===== config.mk =====
export PLATFORM = sky130hd
export DESIGN_NAME = fixed_partition_fit_allocator_flat
export DESIGN_NICKNAME = d
export VERILOG_FILES = /design/src/fpfa_pkg.sv /design/src/fpfa_req_if.sv /design/src/fpfa_rsp_if.sv /design/src/fixed_partition_fit_allocator.sv /design/src/fpfa_ctrl.sv /design/src/fpfa_datapath.sv /design/src/flat_wrapper.sv
export VERILOG_INCLUDE_DIRS = /design/src /design/src/src
export SDC_FILE = /design/constraint.sdc
export NUM_CORES = 1
export LEC_CHECK = 0
export BUFFER_PORTS_ARGS = -buffer_cell sky130_fd_sc_hd__buf_2
export CORE_ASPECT_RATIO = 1.25
export CORE_MARGIN = 8
export CORE_UTILIZATION = 50
export DETAILED_ROUTE_END_ITERATION = 12
export MAX_ROUTING_LAYER = met4
export PLACE_DENSITY = 0.66
export SYNTH_ARGS = -nofsm -noshare
export SYNTH_HDL_FRONTEND = slang
export SYNTH_SLANG_ARGS = --single-unit

===== constraint.sdc =====
create_clock -name clock -period 7.05 [get_ports clock]
set_input_delay 0 -clock clock [delete_from_list [all_inputs] [get_ports clock]]
set_output_delay 0 -clock clock [all_outputs]
set_load 0.01 [all_outputs]

===== src/assert_macros.svh =====
// assertion macros shared by the allocator modules
`ifndef ASSERT_MACROS_SVH
`define ASSERT_MACROS_SVH

// same-cycle implication, checked at every rising edge outside reset
`define FPFA_ASSERT(label, clk, rst, ante, cons) \
   label: assert property (@(posedge clk) disable iff (rst) (ante) |-> (cons)) \
      else $error("fpfa assertion failed");

// next-cycle implication
`define FPFA_ASSERT_NEXT(label, clk, rst, ante, cons) \
   label: assert property (@(posedge clk) disable iff (rst) (ante) |=> (cons)) \
      else $error("fpfa assertion failed");

`endif


===== src/fpfa_pkg.sv =====
// constants, codes and control types of the partition fit allocator
package fpfa_pkg;

   localparam int MAX_HOLES = 32;
   localparam int IDX_W     = (MAX_HOLES > 1) ? $clog2(MAX_HOLES) : 1;
   localparam int CNT_W     = $clog2(MAX_HOLES + 1);

   localparam int CMD_W     = 2;
   localparam int SLOT_W    = 5;
   localparam int SIZE_W    = 16;
   localparam int TOTAL_W   = 21;
   localparam int MODE_W    = 2;
   localparam int COUNT_W   = 6;

   localparam logic [TOTAL_W-1:0] TOTAL_MAX = {TOTAL_W{1'b1}};

   // request commands
   localparam logic [CMD_W-1:0] CMD_LOAD  = 2'd0;
   localparam logic [CMD_W-1:0] CMD_ALLOC = 2'd1;
   localparam logic [CMD_W-1:0] CMD_CLEAR = 2'd2;

   // fit policies, anything else acts as first fit
   localparam logic [MODE_W-1:0] FIT_FIRST = 2'd0;
   localparam logic [MODE_W-1:0] FIT_BEST  = 2'd1;
   localparam logic [MODE_W-1:0] FIT_WORST = 2'd2;

   // configuration register indexes
   localparam int CSR_IDX_W  = 1;
   localparam int CSR_DATA_W = 6;
   localparam logic [CSR_IDX_W-1:0] REG_FIT_MODE   = 1'd0;
   localparam logic [CSR_IDX_W-1:0] REG_HOLE_COUNT = 1'd1;

   // controller to datapath
   typedef struct packed {
      logic capture;
      logic apply;
      logic step;
      logic finish;
   } ctrl_cmd_type;

   // datapath to controller
   typedef struct packed {
      logic scan_done;
      logic out_free;
   } dp_status_type;

endpackage


===== src/fpfa_req_if.sv =====
// request channel of the partition fit allocator
interface fpfa_req_if;
   logic                           valid;
   logic                           ready;
   logic [fpfa_pkg::CMD_W-1:0]     command;
   logic [fpfa_pkg::SLOT_W-1:0]    hole_slot;
   logic [fpfa_pkg::SIZE_W-1:0]    size_value;

   modport source (output valid, command, hole_slot, size_value, input ready);
   modport sink   (input valid, command, hole_slot, size_value, output ready);
endinterface


===== src/fpfa_rsp_if.sv =====
// response channel of the partition fit allocator
interface fpfa_rsp_if;
   logic                           valid;
   logic                           ready;
   logic                           placed;
   logic [fpfa_pkg::SLOT_W-1:0]    chosen_hole;
   logic [fpfa_pkg::SIZE_W-1:0]    leftover;
   logic [fpfa_pkg::TOTAL_W-1:0]   internal_total;
   logic [fpfa_pkg::TOTAL_W-1:0]   external_total;

   modport source (output valid, placed, chosen_hole, leftover, internal_total,
                   external_total, input ready);
   modport sink   (input valid, placed, chosen_hole, leftover, internal_total,
                   external_total, output ready);
endinterface


===== src/fixed_partition_fit_allocator.sv =====
// top level of the fixed partition fit allocator
// a request is captured, load or clear is applied, the n active holes are scanned, and
//    the finish state fills the response register once it is free, n being hole_count
//    clamped to the table depth; one request is in flight, the scan reads one hole a cycle
// the response register frees the request side while a response waits to be taken
// reset: synchronous, clears config, used flags, loaded flags and the leftover sum;
//    holes never loaded read as size zero
module fixed_partition_fit_allocator (
   input  logic                                clock,
   input  logic                                reset,
   fpfa_req_if.sink                            req_ch,
   fpfa_rsp_if.source                          rsp_ch,
   input  logic                                csr_we,
   input  logic [fpfa_pkg::CSR_IDX_W-1:0]      csr_index,
   input  logic [fpfa_pkg::CSR_DATA_W-1:0]     csr_wdata
);

   // command and status between sequencer and datapath
   fpfa_pkg::ctrl_cmd_type  cmd;
   fpfa_pkg::dp_status_type status;
   logic                    req_ready;

   // request is taken only between commands; one request in flight
   assign req_ch.ready = req_ready;

   // sequencer: capture, apply load or clear, scan the active holes, finish
   fpfa_ctrl u_ctrl (
      .clock     (clock),
      .reset     (reset),
      .req_valid (req_ch.valid),
      .req_ready (req_ready),
      .status    (status),
      .cmd       (cmd)
   );

   // datapath: hole table, fit selection, totals and the response register
   fpfa_datapath u_datapath (
      .clock          (clock),
      .reset          (reset),
      .csr_we         (csr_we),
      .csr_index      (csr_index),
      .csr_wdata      (csr_wdata),
      .req_command    (req_ch.command),
      .req_hole_slot  (req_ch.hole_slot),
      .req_size_value (req_ch.size_value),
      .cmd            (cmd),
      .status         (status),
      .rsp_ch         (rsp_ch)
   );

endmodule


===== src/fpfa_ctrl.sv =====
// sequencer of the partition fit allocator
`include "assert_macros.svh"

module fpfa_ctrl (
   input  logic                    clock,
   input  logic                    reset,
   input  logic                    req_valid,
   output logic                    req_ready,
   input  fpfa_pkg::dp_status_type status,
   output fpfa_pkg::ctrl_cmd_type  cmd
);

   localparam logic [1:0] ST_IDLE   = 2'd0;
   localparam logic [1:0] ST_APPLY  = 2'd1;
   localparam logic [1:0] ST_SCAN   = 2'd2;
   localparam logic [1:0] ST_FINISH = 2'd3;

   logic [1:0] state_ff;
   logic [1:0] state_in;

   always_comb begin
      state_in    = state_ff;
      cmd         = '0;
      req_ready   = 1'b0;
      case (state_ff)
         ST_IDLE: begin
            // nothing is taken while reset is held
            req_ready = !reset;
            if (req_valid && !reset) begin
               cmd.capture = 1'b1;
               state_in    = ST_APPLY;
            end
         end
         ST_APPLY: begin
            cmd.apply = 1'b1;
            state_in  = ST_SCAN;
         end
         ST_SCAN: begin
            if (status.scan_done) begin
               state_in = ST_FINISH;
            end else begin
               cmd.step = 1'b1;
            end
         end
         ST_FINISH: begin
            if (status.out_free) begin
               cmd.finish = 1'b1;
               state_in   = ST_IDLE;
            end
         end
         default: begin
            state_in = ST_IDLE;
         end
      endcase
   end

   always_ff @(posedge clock) begin
      if (reset) begin
         state_ff <= ST_IDLE;
      end else begin
         state_ff <= state_in;
      end
   end

   `FPFA_ASSERT(a_one_cmd, clock, reset, 1'b1, $onehot0(cmd))
   `FPFA_ASSERT_NEXT(a_capture_then_apply, clock, reset, cmd.capture, cmd.apply)

endmodule


===== src/fpfa_datapath.sv =====
// hole table, scan unit, totals and response register
`include "assert_macros.svh"

module fpfa_datapath (
   input  logic                                   clock,
   input  logic                                   reset,
   input  logic                                   csr_we,
   input  logic [fpfa_pkg::CSR_IDX_W-1:0]         csr_index,
   input  logic [fpfa_pkg::CSR_DATA_W-1:0]        csr_wdata,
   input  logic [fpfa_pkg::CMD_W-1:0]             req_command,
   input  logic [fpfa_pkg::SLOT_W-1:0]            req_hole_slot,
   input  logic [fpfa_pkg::SIZE_W-1:0]            req_size_value,
   input  fpfa_pkg::ctrl_cmd_type                 cmd,
   output fpfa_pkg::dp_status_type                status,
   fpfa_rsp_if.source                             rsp_ch
);

   localparam int IW = fpfa_pkg::IDX_W;
   localparam int CW = fpfa_pkg::CNT_W;
   localparam int SW = fpfa_pkg::SIZE_W;
   localparam int TW = fpfa_pkg::TOTAL_W;
   localparam int NH = fpfa_pkg::MAX_HOLES;

   // configuration
   logic [fpfa_pkg::MODE_W-1:0]  fit_mode_ff, fit_mode_in;
   logic [fpfa_pkg::COUNT_W-1:0] hole_count_ff, hole_count_in;

   // hole table
   logic [SW-1:0]  sizes_ff [NH];
   logic [NH-1:0]  loaded_ff, loaded_in;
   logic [NH-1:0]  used_ff, used_in;
   logic [TW-1:0]  leftover_sum_ff, leftover_sum_in;

   // latched request
   logic [fpfa_pkg::CMD_W-1:0]  cmd_ff, cmd_in;
   logic [fpfa_pkg::SLOT_W-1:0] slot_ff, slot_in;
   logic [SW-1:0]               need_ff, need_in;

   // scan state
   logic [CW-1:0]  scan_idx_ff, scan_idx_in;
   logic           found_ff, found_in;
   logic [IW-1:0]  pick_idx_ff, pick_idx_in;
   logic [SW-1:0]  pick_size_ff, pick_size_in;
   logic [TW-1:0]  ext_acc_ff, ext_acc_in;

   // response register
   logic           rsp_valid_ff, rsp_valid_in;
   logic           rsp_placed_ff, rsp_placed_in;
   logic [fpfa_pkg::SLOT_W-1:0] rsp_hole_ff, rsp_hole_in;
   logic [SW-1:0]  rsp_left_ff, rsp_left_in;
   logic [TW-1:0]  rsp_int_ff, rsp_int_in;
   logic [TW-1:0]  rsp_ext_ff, rsp_ext_in;

   logic [CW-1:0]  active_n;
   logic [IW-1:0]  rd_idx;
   logic [IW-1:0]  wr_idx;
   logic           slot_ok;
   logic [SW-1:0]  rd_size;
   logic           rd_free;
   logic           take;
   logic           fits;
   logic [SW-1:0]  left;
   logic [TW:0]    sum_wide;
   logic [TW-1:0]  sum_sat;
   logic           size_we;

   // holes above the table depth are not there
   assign active_n = (int'(hole_count_ff) > NH) ? CW'(NH) : CW'(hole_count_ff);

   assign rd_idx  = scan_idx_ff[IW-1:0];
   assign rd_size = loaded_ff[rd_idx] ? sizes_ff[rd_idx] : '0;
   assign rd_free = !used_ff[rd_idx];

   assign wr_idx  = IW'(slot_ff);
   assign slot_ok = int'(slot_ff) < NH;
   assign size_we = cmd.apply && (cmd_ff == fpfa_pkg::CMD_LOAD) && slot_ok;

   always_comb begin
      case (fit_mode_ff)
         fpfa_pkg::FIT_BEST:
            take = rd_free && (rd_size >= need_ff) && (!found_ff || rd_size < pick_size_ff);
         fpfa_pkg::FIT_WORST:
            take = rd_free && (!found_ff || rd_size > pick_size_ff);
         default:
            take = rd_free && (rd_size >= need_ff) && !found_ff;
      endcase
   end

   // worst fit may have picked a hole that is still too small
   assign fits     = (cmd_ff == fpfa_pkg::CMD_ALLOC) && found_ff && (pick_size_ff >= need_ff);
   assign left     = pick_size_ff - need_ff;
   assign sum_wide = {1'b0, leftover_sum_ff} + (TW + 1)'(left);
   assign sum_sat  = (sum_wide > {1'b0, fpfa_pkg::TOTAL_MAX}) ? fpfa_pkg::TOTAL_MAX
                                                               : sum_wide[TW-1:0];

   always_comb begin
      fit_mode_in     = fit_mode_ff;
      hole_count_in   = hole_count_ff;
      loaded_in       = loaded_ff;
      used_in         = used_ff;
      leftover_sum_in = leftover_sum_ff;
      cmd_in          = cmd_ff;
      slot_in         = slot_ff;
      need_in         = need_ff;
      scan_idx_in     = scan_idx_ff;
      found_in        = found_ff;
      pick_idx_in     = pick_idx_ff;
      pick_size_in    = pick_size_ff;
      ext_acc_in      = ext_acc_ff;
      rsp_valid_in    = rsp_valid_ff;
      rsp_placed_in   = rsp_placed_ff;
      rsp_hole_in     = rsp_hole_ff;
      rsp_left_in     = rsp_left_ff;
      rsp_int_in      = rsp_int_ff;
      rsp_ext_in      = rsp_ext_ff;

      if (csr_we) begin
         case (csr_index)
            fpfa_pkg::REG_FIT_MODE:   fit_mode_in   = csr_wdata[fpfa_pkg::MODE_W-1:0];
            fpfa_pkg::REG_HOLE_COUNT: hole_count_in = csr_wdata[fpfa_pkg::COUNT_W-1:0];
            default: ;
         endcase
      end

      if (cmd.capture) begin
         cmd_in  = req_command;
         slot_in = req_hole_slot;
         need_in = req_size_value;
      end

      if (cmd.apply) begin
         scan_idx_in  = '0;
         found_in     = 1'b0;
         pick_idx_in  = '0;
         pick_size_in = '0;
         ext_acc_in   = '0;
         case (cmd_ff)
            fpfa_pkg::CMD_LOAD: begin
               if (slot_ok) begin
                  loaded_in[wr_idx] = 1'b1;
                  used_in[wr_idx]   = 1'b0;
               end
            end
            fpfa_pkg::CMD_CLEAR: begin
               used_in         = '0;
               leftover_sum_in = '0;
            end
            default: ;
         endcase
      end

      if (cmd.step) begin
         scan_idx_in = scan_idx_ff + CW'(1);
         if (rd_free) begin
            ext_acc_in = ext_acc_ff + TW'(rd_size);
         end
         if (take) begin
            found_in     = 1'b1;
            pick_idx_in  = rd_idx;
            pick_size_in = rd_size;
         end
      end

      if (rsp_ch.valid && rsp_ch.ready) begin
         rsp_valid_in = 1'b0;
      end

      if (cmd.finish) begin
         rsp_valid_in  = 1'b1;
         rsp_placed_in = fits;
         rsp_hole_in   = fits ? fpfa_pkg::SLOT_W'(pick_idx_ff) : '0;
         rsp_left_in   = fits ? left : '0;
         rsp_int_in    = fits ? sum_sat : leftover_sum_ff;
         rsp_ext_in    = fits ? (ext_acc_ff - TW'(pick_size_ff)) : ext_acc_ff;
         if (fits) begin
            used_in[pick_idx_ff] = 1'b1;
            leftover_sum_in      = sum_sat;
         end
      end
   end

   always_ff @(posedge clock) begin
      if (reset) begin
         fit_mode_ff     <= fpfa_pkg::FIT_FIRST;
         hole_count_ff   <= '0;
         loaded_ff       <= '0;
         used_ff         <= '0;
         leftover_sum_ff <= '0;
         scan_idx_ff     <= '0;
         found_ff        <= 1'b0;
         rsp_valid_ff    <= 1'b0;
      end else begin
         fit_mode_ff     <= fit_mode_in;
         hole_count_ff   <= hole_count_in;
         loaded_ff       <= loaded_in;
         used_ff         <= used_in;
         leftover_sum_ff <= leftover_sum_in;
         scan_idx_ff     <= scan_idx_in;
         found_ff        <= found_in;
         rsp_valid_ff    <= rsp_valid_in;
      end
   end

   always_ff @(posedge clock) begin
      cmd_ff        <= cmd_in;
      slot_ff       <= slot_in;
      need_ff       <= need_in;
      pick_idx_ff   <= pick_idx_in;
      pick_size_ff  <= pick_size_in;
      ext_acc_ff    <= ext_acc_in;
      rsp_placed_ff <= rsp_placed_in;
      rsp_hole_ff   <= rsp_hole_in;
      rsp_left_ff   <= rsp_left_in;
      rsp_int_ff    <= rsp_int_in;
      rsp_ext_ff    <= rsp_ext_in;
      if (size_we) begin
         sizes_ff[wr_idx] <= need_ff;
      end
   end

   assign status.scan_done = scan_idx_ff >= active_n;
   assign status.out_free  = !rsp_valid_ff || rsp_ch.ready;

   assign rsp_ch.valid          = rsp_valid_ff;
   assign rsp_ch.placed         = rsp_placed_ff;
   assign rsp_ch.chosen_hole    = rsp_hole_ff;
   assign rsp_ch.leftover       = rsp_left_ff;
   assign rsp_ch.internal_total = rsp_int_ff;
   assign rsp_ch.external_total = rsp_ext_ff;

   `FPFA_ASSERT(a_scan_in_range, clock, reset, 1'b1, scan_idx_ff <= CW'(NH))
   `FPFA_ASSERT(a_pick_active, clock, reset, cmd.finish && fits, pick_idx_ff < active_n)
   `FPFA_ASSERT_NEXT(a_mark_used, clock, reset, cmd.finish && fits, used_ff[pick_idx_ff])

endmodule


===== src/flat_wrapper.sv =====
// flat-port wrapper written by rule: the top's interface ports become plain ports
module fixed_partition_fit_allocator_flat 
  (clock, reset, csr_we, csr_index, csr_wdata, req_ch_valid, req_ch_command, req_ch_hole_slot, req_ch_size_value, req_ch_ready, rsp_ch_valid, rsp_ch_placed, rsp_ch_chosen_hole, rsp_ch_leftover, rsp_ch_internal_total, rsp_ch_external_total, rsp_ch_ready);
  fpfa_req_if req_ch_i ();
  fpfa_rsp_if rsp_ch_i ();
  input  logic clock;
  input  logic reset;
  input  logic csr_we;
  input  logic [fpfa_pkg::CSR_IDX_W-1:0] csr_index;
  input  logic [fpfa_pkg::CSR_DATA_W-1:0] csr_wdata;
  input wire logic [$bits(req_ch_i.valid)-1:0] req_ch_valid;
  input wire logic [$bits(req_ch_i.command)-1:0] req_ch_command;
  input wire logic [$bits(req_ch_i.hole_slot)-1:0] req_ch_hole_slot;
  input wire logic [$bits(req_ch_i.size_value)-1:0] req_ch_size_value;
  output wire logic [$bits(req_ch_i.ready)-1:0] req_ch_ready;
  output wire logic [$bits(rsp_ch_i.valid)-1:0] rsp_ch_valid;
  output wire logic [$bits(rsp_ch_i.placed)-1:0] rsp_ch_placed;
  output wire logic [$bits(rsp_ch_i.chosen_hole)-1:0] rsp_ch_chosen_hole;
  output wire logic [$bits(rsp_ch_i.leftover)-1:0] rsp_ch_leftover;
  output wire logic [$bits(rsp_ch_i.internal_total)-1:0] rsp_ch_internal_total;
  output wire logic [$bits(rsp_ch_i.external_total)-1:0] rsp_ch_external_total;
  input wire logic [$bits(rsp_ch_i.ready)-1:0] rsp_ch_ready;
  assign req_ch_i.valid = req_ch_valid;
  assign req_ch_i.command = req_ch_command;
  assign req_ch_i.hole_slot = req_ch_hole_slot;
  assign req_ch_i.size_value = req_ch_size_value;
  assign req_ch_ready = req_ch_i.ready;
  assign rsp_ch_valid = rsp_ch_i.valid;
  assign rsp_ch_placed = rsp_ch_i.placed;
  assign rsp_ch_chosen_hole = rsp_ch_i.chosen_hole;
  assign rsp_ch_leftover = rsp_ch_i.leftover;
  assign rsp_ch_internal_total = rsp_ch_i.internal_total;
  assign rsp_ch_external_total = rsp_ch_i.external_total;
  assign rsp_ch_i.ready = rsp_ch_ready;
  fixed_partition_fit_allocator u_core (.clock(clock), .reset(reset), .req_ch(req_ch_i), .rsp_ch(rsp_ch_i), .csr_we(csr_we), .csr_index(csr_index), .csr_wdata(csr_wdata));
endmodule

Yosys cells after proc, flatten, opt, wreduce, memory -nomap -nowiden
Memory sizes are Yosys's and may differ from the RTL's. A register that Yosys moved wholly into a read port is not among the register bits.
Cells that the tools add are included.
{"block": "totals", "inputBits": 35, "mem_count": 1, "output_inout_bits": 66, "regBits": 232, "ramBits": 512}
{"name": "u_core.u_datapath.sizes_ff", "depth": 32, "word_bits": 16, "rd": 1, "rd_clocked_by_memory_dff": 1, "write_ports": 1, "line": "fpfa_datapath.sv:29", "text": "logic [SW-1:0] sizes_ff [NH];"}
{"block": "classes", "order_cmp": 12, "reduce_logical": 26, "n_bitwise": 5, "eq_ne": 10, "addsub": 5, "muxes": 54}
{"cell": "21-bit 2-to-1 mux", "n": 10}
{"cell": "32-bit 2-to-1 mux", "n": 3}
{"cell": "16-bit 2-to-1 mux", "n": 4}
{"cell": "32-bit bitwise OR", "n": 2}
{"cell": "32-bit case mux with 2 select lines", "n": 1}
{"cell": "32-bit bitwise AND", "n": 1}
{"cell": "16-bit greater-or-equal comparator", "n": 2}
{"cell": "32-bit inverter", "n": 1}
{"cell": "5-bit 2-to-1 mux", "n": 5}
{"cell": "21-bit by 16-bit adder with 22-bit output", "n": 1}
{"cell": "22-bit by 21-bit > comparator with 1-bit output (second input constant)", "n": 1}
{"cell": "21-bit by 16-bit adder with 21-bit output", "n": 1}
{"cell": "21-bit by 16-bit subtractor with 21-bit output", "n": 1}
{"cell": "1-bit 2-to-1 mux", "n": 19}
{"cell": "5-bit by 6-bit < comparator with 1-bit output (second input constant)", "n": 3}
{"cell": "6-bit 2-to-1 mux", "n": 3}
{"cell": "16-bit > comparator", "n": 1}
{"cell": "16-bit < comparator", "n": 1}
{"cell": "16-bit subtractor", "n": 1}
{"cell": "1-bit logical AND", "n": 11}
{"cell": "1-bit binary-select mux with 5-bit select", "n": 2}
{"cell": "1-bit demux with 5-bit select", "n": 2}
{"cell": "5-bit by 1-bit greater-or-equal comparator with 1-bit output (second input constant)", "n": 2}
{"cell": "2-bit equality test (second input constant)", "n": 4}
{"cell": "other kinds (16)", "n": 30}

Depth between registers and ports, before layout
{"block": "logic_depth", "depth_word": 11, "mapped_depth": 18, "ltp_nobuf": 17}

Modules after synthesis
From an unflattened synthesis, not the netlist that was laid out.
{"block": "hier_totals", "cells_unflattened": 2158, "area_unflattened_um2": 32907.8}
{"module": "fpfa_datapath", "area_each_um2": 32692.6, "cells_per_inst": 2137, "n_inst": 1}
{"module": "fpfa_ctrl", "area_each_um2": 215.2, "cells_per_inst": 21, "n_inst": 1}

Least setup slack after synthesis
Ideal clock, no wire load.
{"block": "synth_path", "path_type": "register -> register", "startpoint": "reg u_core.u_datapath.need_ff[0]", "endpoint": "reg u_core.u_datapath.rsp_int_ff[20] (netlist: u_core.u_datapath.rsp_ch.internal_total[20]), data pin", "synth_period_minus_slack_ns": 4.323, "setup_time_ns": 0.280, "n_path_buf": 0, "arrival_time_ns": 4.043, "path_stages_with_launch": 17, "path_slack_ns": 2.727, "cell_sequence": "edfxtp_1 -> ha_1 -> fa_1 -> nor2b_1 -> o31ai_1 -> a21oi_1 -> a21o_1 -> a21oi_1 -> xnor2_1 -> ha_1 -> and4_1 -> and3_1 -> a211o_1 -> a211oi_1 -> nor3_1 -> a21oi_1 -> a41oi_1"}
{"block": "synth_via", "elab_chain_cells": 5, "word_cells_on_any_way": 7}
{"item": "start: declaration", "line": "fpfa_datapath.sv:37", "text": "logic [SW-1:0] need_ff, need_in;"}
{"item": "start signal: assignment", "line": "fpfa_datapath.sv:207", "text": "need_ff <= need_in;"}
{"item": "16-bit subtractor (*)", "line": "fpfa_datapath.sv:91", "text": "assign left = pick_size_ff - need_ff;"}
{"item": "named net u_core.u_datapath.left[10]", "line": "fpfa_datapath.sv:62", "text": "logic [SW-1:0] left;"}
{"item": "21-bit by 16-bit adder with 22-bit output (*)", "line": "fpfa_datapath.sv:92", "text": "assign sum_wide = {1'b0, leftover_sum_ff} + (TW + 1)'(left);"}
{"item": "22-bit by 21-bit > comparator with 1-bit output", "line": "fpfa_datapath.sv:93", "text": "assign sum_sat = (sum_wide > {1'b0, fpfa_pkg::TOTAL_MAX}) ? fpfa_pkg::TOTAL_MAX"}
{"item": "21-bit 2-to-1 mux (*)", "line": "fpfa_datapath.sv:93"}
{"item": "21-bit 2-to-1 mux (*)", "line": "fpfa_datapath.sv:173", "text": "rsp_int_in = fits ? sum_sat : leftover_sum_ff;"}
{"item": "end signal: assignment", "line": "fpfa_datapath.sv:214", "text": "rsp_int_ff <= rsp_int_in;"}
{"item": "end: declaration", "line": "fpfa_datapath.sv:51", "text": "logic [TW-1:0] rsp_int_ff, rsp_int_in;"}
The timed path passes the listed nets; every way through them passes the cells marked *.
A chain may end at the register's enable or synchronous reset.

==> summary.md <==
For this run, the post-layout net count is 2528. The HPWL after detailed placement is 55.5 mm. The run gives 0 as the leftover overflow at the end of global routing. Counting the buffers created by CTS gives 74. The endpoint identified for the worst register-to-register timing path is u_core.u_datapath.pick_size_ff[4]$_DFF_P_.

Proportion of synthesized chip area in sequential cells: 0.637. Counting cells, the worst reg-to-reg path comes to 14. The root buffer cell chosen for the clock tree is sky130_fd_sc_hd__clkbuf_16. The pin count of the biggest net entering global routing is 64.

For the required time reported for the critical path endpoint, the log shows 7530 ps. Worst min-delay path class: in -> reg. In the final routed layout, each cell accounts on average for 26.3 um. The async set-or-reset flop fraction in the synthesized netlist works out to 0. The worst hold path terminates at u_core.u_datapath.slot_ff[1]$_DFFE_PP_. Counting every instance in the synthesized netlist gives 2183.

The initial standard-cell utilization of the core came out at 0.504. The detailed-route vias per instance was 6.12. Worst slew slack as a fraction of its limit: 0.237. The internal reg-to-reg setup slack came out at 1860 ps.

For the H-tree depth, the log shows 3. The detailed router placed 20.1k vias in this run. The logs give 0 for the number of gates given a new drive strength after cts and 0 for the post-route antenna net violation count. The logs give 0.511 for the proportion of power drawn by flip-flops and latches and 193 MHz for the maximum clock frequency. The initial antenna violation count is 1.

The clock drives 749 sinks. Between clock sinks in the finished design, the worst skew comes to 37.7 ps. The area growth from synthesis to final layout came out at 14.1%. Dividing the synthesized area by the synthesized cell count gives 15.1 sq um. The logs give 86.5 ps for the final hold slack and 101 for the number of placed I/O pins. The critical path capture point type is a flop.

The logs give 5017 for the filler cell count in the final layout and 7 for the iteration count of the initial detailed-routing pass. The number of placed instances, taps included, is 3111. The portion of the clock cycle consumed by the worst path in the final layout was 0.736; the number of endpoints with negative hold slack in the final report was 0. In the synthesized netlist the dominant register cell turns out to be sky130_fd_sc_hd__edfxtp_1. The fraction of final layout cells sized beyond drive strength 1 is 0.213.

The clock network power share was 0.398. The most common cell in the synthesized netlist is sky130_fd_sc_hd__edfxtp_1. The wire length of the first global-routing pass came out at 129 mm.

The logs give 0.239 for the aggregate global-route resource usage and 0 ps for the summed negative setup slack over all endpoints. The internal power consumption was 7440 uW. Of all nets on the critical path, the largest fanout is 36.

During synthesis, Yosys emitted a total of 0 warnings. Clock-pin slew of the registers on the worst-case setup and hold paths: 60 ps. For the number of pins with negative max-slew slack in the final report, the log shows 0.

The tools report the count of unresolved DRC violations after routing as 0. The final design instance area without fill was 37600 sq um; the share of the synthesized area in the top cell type was 0.546. The combinational share of power was 0.091; the number of register bits inferred by synthesis was 749. Data arrives at the worst endpoint at 5670 ps. The run finished with clean final reports. The total number of placement rows is 105. The net load switching power is 2340 uW.

The final-report setup violation count was 0. For this design the ratio of total power to cell area is 260 nW/um^2. The floorplan step defined a die boundary enclosing 74400 sq um. The commonest cells after synthesis are sky130_fd_sc_hd__edfxtp_1, sky130_fd_sc_hd__nor2_1, sky130_fd_sc_hd__mux4_2, sky130_fd_sc_hd__dfxtp_1, sky130_fd_sc_hd__ha_1.

The cell area after synthesis was 32900 sq um. TritonCTS built the clock tree. The net switching share of the total power works out to 0.239.

The number of different library cells used by synthesis comes to 73. The run gives 0 as the max capacitance violation total. The number of global-route vias before repair is 20.4k, and the instance count along the most critical hold path is 2. The post-route minimum period came out at 5190 ps. The count of buffers from port buffering was 100. Ranked by total cell area, the synthesized netlist is headed by sky130_fd_sc_hd__edfxtp_1, sky130_fd_sc_hd__mux4_2, sky130_fd_sc_hd__dfxtp_1.

Area of the core: 65400 sq um. At the end of routability-driven placement, the weighted congestion stood at 0.952. The worst setup path is of the reg -> reg kind. From left edge to right edge, the die measures 246 um. For the number of nets in the synthesized netlist, the log shows 2333.

After detailed placement, the total cell area comes to 34700 sq um. Setup repair after global routing left no endpoint under its margin. The cell type with the highest aggregate area in the netlist was sky130_fd_sc_hd__edfxtp_1. The finished layout holds 3294 standard cells, fillers aside. For the total wirelength of the detailed-routed design, the log shows 86.7 mm.

The beginning of the worst hold path was req_ch_hole_slot[1]. The worst setup path is launched from a flop. The maximum count of clock buffers along a single path is 3, and the transition at the pin with the smallest max-transition slack is 1130 ps.

Counting flops with a built-in enable in the synthesized netlist gives 599. The slowest stage cell on the critical path is sky130_fd_sc_hd__dfxtp_4. Delay contributed by the slowest stage of the critical path: 850 ps. Walking the worst path, the cells encountered are buf_4 > mux4_2 > mux4_2 > mux2i_1 > nor2_1 > ha_1 > nand4_1 > nor3_1 > nand2_1 > a211oi_1 > nor3_1 > nor4_4 > buf_4 > mux2_2. VDD sags by at most 197 uV. In this run, the number of DRC markers left after iteration 0 of detailed routing was 1798.

The tools report the leakage component of the power as 0.0128 uW. The floorplan step set the die height to 303 um. The run gives 630 ps as the latest clock arrival within the worst-skew pair.
[metrics by stage]
stage / worst slack [ps] / utilization / power (uW)
after CTS: 1830 / 0.575 / 9850
final: 1860 / 0.575 / 9790
after global routing: 1580 / 0.575 / 10100
after global placement: 1860 / 0.531 / 5940
after floorplan: 2730 / - / 5630
after detailed placement: 1870 / 0.531 / 5960
[routing by layer]
layer,part of all wire,global-route usage,vias up
met5,0,-,-
met3,0.061,0.0272,199
li1,-,-,8899
met2,0.50,0.401,847
met1,0.39,0.287,10200
met4,0.050,0.115,0
[final cells by class]
class / instances / area, sq um / area share
Sequential cell: 749 / 21000 / 0.559
Timing Repair Buffer: 219 / 1550 / 0.0412
Clock inverter: 37 / 375 / 0.00998
Inverter: 68 / 255 / 0.00679
Multi-Input combinational cell: 1266 / 11300 / 0.302
Clock buffer: 98 / 2010 / 0.0534
Antenna cell: 1 / 2.50 / 0.0000666
Tap cell: 856 / 1070 / 0.0285
[placed cells by master, fill, tap and decap left out, drive strengths merged, types with 24 or more instances in the layout]
cell	n
clkbuf	98
o21ai	67
nand3	41
clkinv	30
ha	111
dlygate4sd3	47
nor2	206
mux2i	28
dfxtp	150
buf	172
nor3	34
xnor2	28
mux4	179
edfxtp	599
o21a	26
nand2	104
a32o	24
and2	25
inv	69
a21oi	99
[power groups by stage]
| stage | clock (uW) | combinational [uW] | sequential [uW] |
|---|---|---|---|
| after floorplan | 0 | 519 | 5110 |
| after global placement | 0 | 847 | 5090 |
| after detailed placement | 0 | 869 | 5100 |
| after CTS | 3950 | 892 | 5000 |
| after global routing | 4110 | 955 | 5010 |
| final | 3900 | 890 | 5000 |
[repair_timing]
| item | CTS | global route |
|---|---|---|
| hold endpoints to repair | 34 | 0 |
| hold buffers | 47 | 0 |
| buffers inserted | 0 | 0 |
| setup endpoints to repair | 0 | 0 |
[critical path, delay by kind of cell (launching register included)]
kind | cells | cell delay [ps]
muxes | 4 | 1670
and+or+nand+nor | 6 | 1110
DFF | 1 | 850
buffers and inverters | 2 | 740
adders and majority gates | 1 | 330
AOI/OAI and AO/OA | 1 | 320
[flip-flops by register name, indices dropped and copies added, names as in the netlist, named ones only]
signal                                   count
u_core.u_datapath.rsp_ch.leftover           16
u_core.u_datapath.rsp_ch.chosen_hole         5
u_core.u_ctrl.state_ff                       2
u_core.u_datapath.rsp_ch.external_total     21
u_core.u_datapath.fit_mode_ff                2
u_core.u_datapath.slot_ff                    5
u_core.u_datapath.rsp_ch.placed              1
u_core.u_datapath.used_ff                   32
u_core.u_datapath.sizes_ff                 512
u_core.u_datapath.pick_idx_ff                5
u_core.u_datapath.ext_acc_ff                21
u_core.u_datapath.found_ff                   1
u_core.u_datapath.scan_idx_ff                6
u_core.u_datapath.cmd_ff                     2
u_core.u_datapath.loaded_ff                 32
u_core.u_datapath.need_ff                   16
u_core.u_datapath.hole_count_ff              6
u_core.u_datapath.rsp_ch.internal_total     21
u_core.u_datapath.pick_size_ff              16
u_core.u_datapath.rsp_ch.valid               1
u_core.u_datapath.leftover_sum_ff           21
[cell families (layout without fill, tap and decap cells)]
| family | count (synthesis) | count (layout) | synth area share |
|---|---|---|---|
| DFF | 749 | 749 | 0.637 |
| and+or+nand+nor | 530 | 530 | 0.0765 |
| AOI/OAI and AO/OA | 340 | 340 | 0.0683 |
| muxes | 230 | 230 | 0.139 |
| buffers and inverters | 168 | 422 | 0.0206 |
| adders and majority gates | 115 | 115 | 0.0446 |
| xor gates and xnor gates | 51 | 51 | 0.0136 |
| other | 0 | 1 | 0 |
[worst max path at each step]
stage                                                start                                               endpoint  slack [ps]
global placement                                      flop               u_core.u_datapath.pick_idx_ff[4]$_DFF_P_        1860
finish                                                flop              u_core.u_datapath.pick_size_ff[4]$_DFF_P_        1860
floorplan           u_core.u_datapath.need_ff[0]$_DFFE_PP_  u_core.u_datapath.rsp_ch.internal_total[20]$_DFFE_PP_        2730
global route                                          flop              u_core.u_datapath.pick_size_ff[4]$_DFF_P_        1580
detailed placement                                    flop              u_core.u_datapath.pick_size_ff[4]$_DFF_P_        1870
CTS                                                   flop              u_core.u_datapath.pick_size_ff[4]$_DFF_P_        1830
No activity file was read; power rests on OpenSTA's default activity.
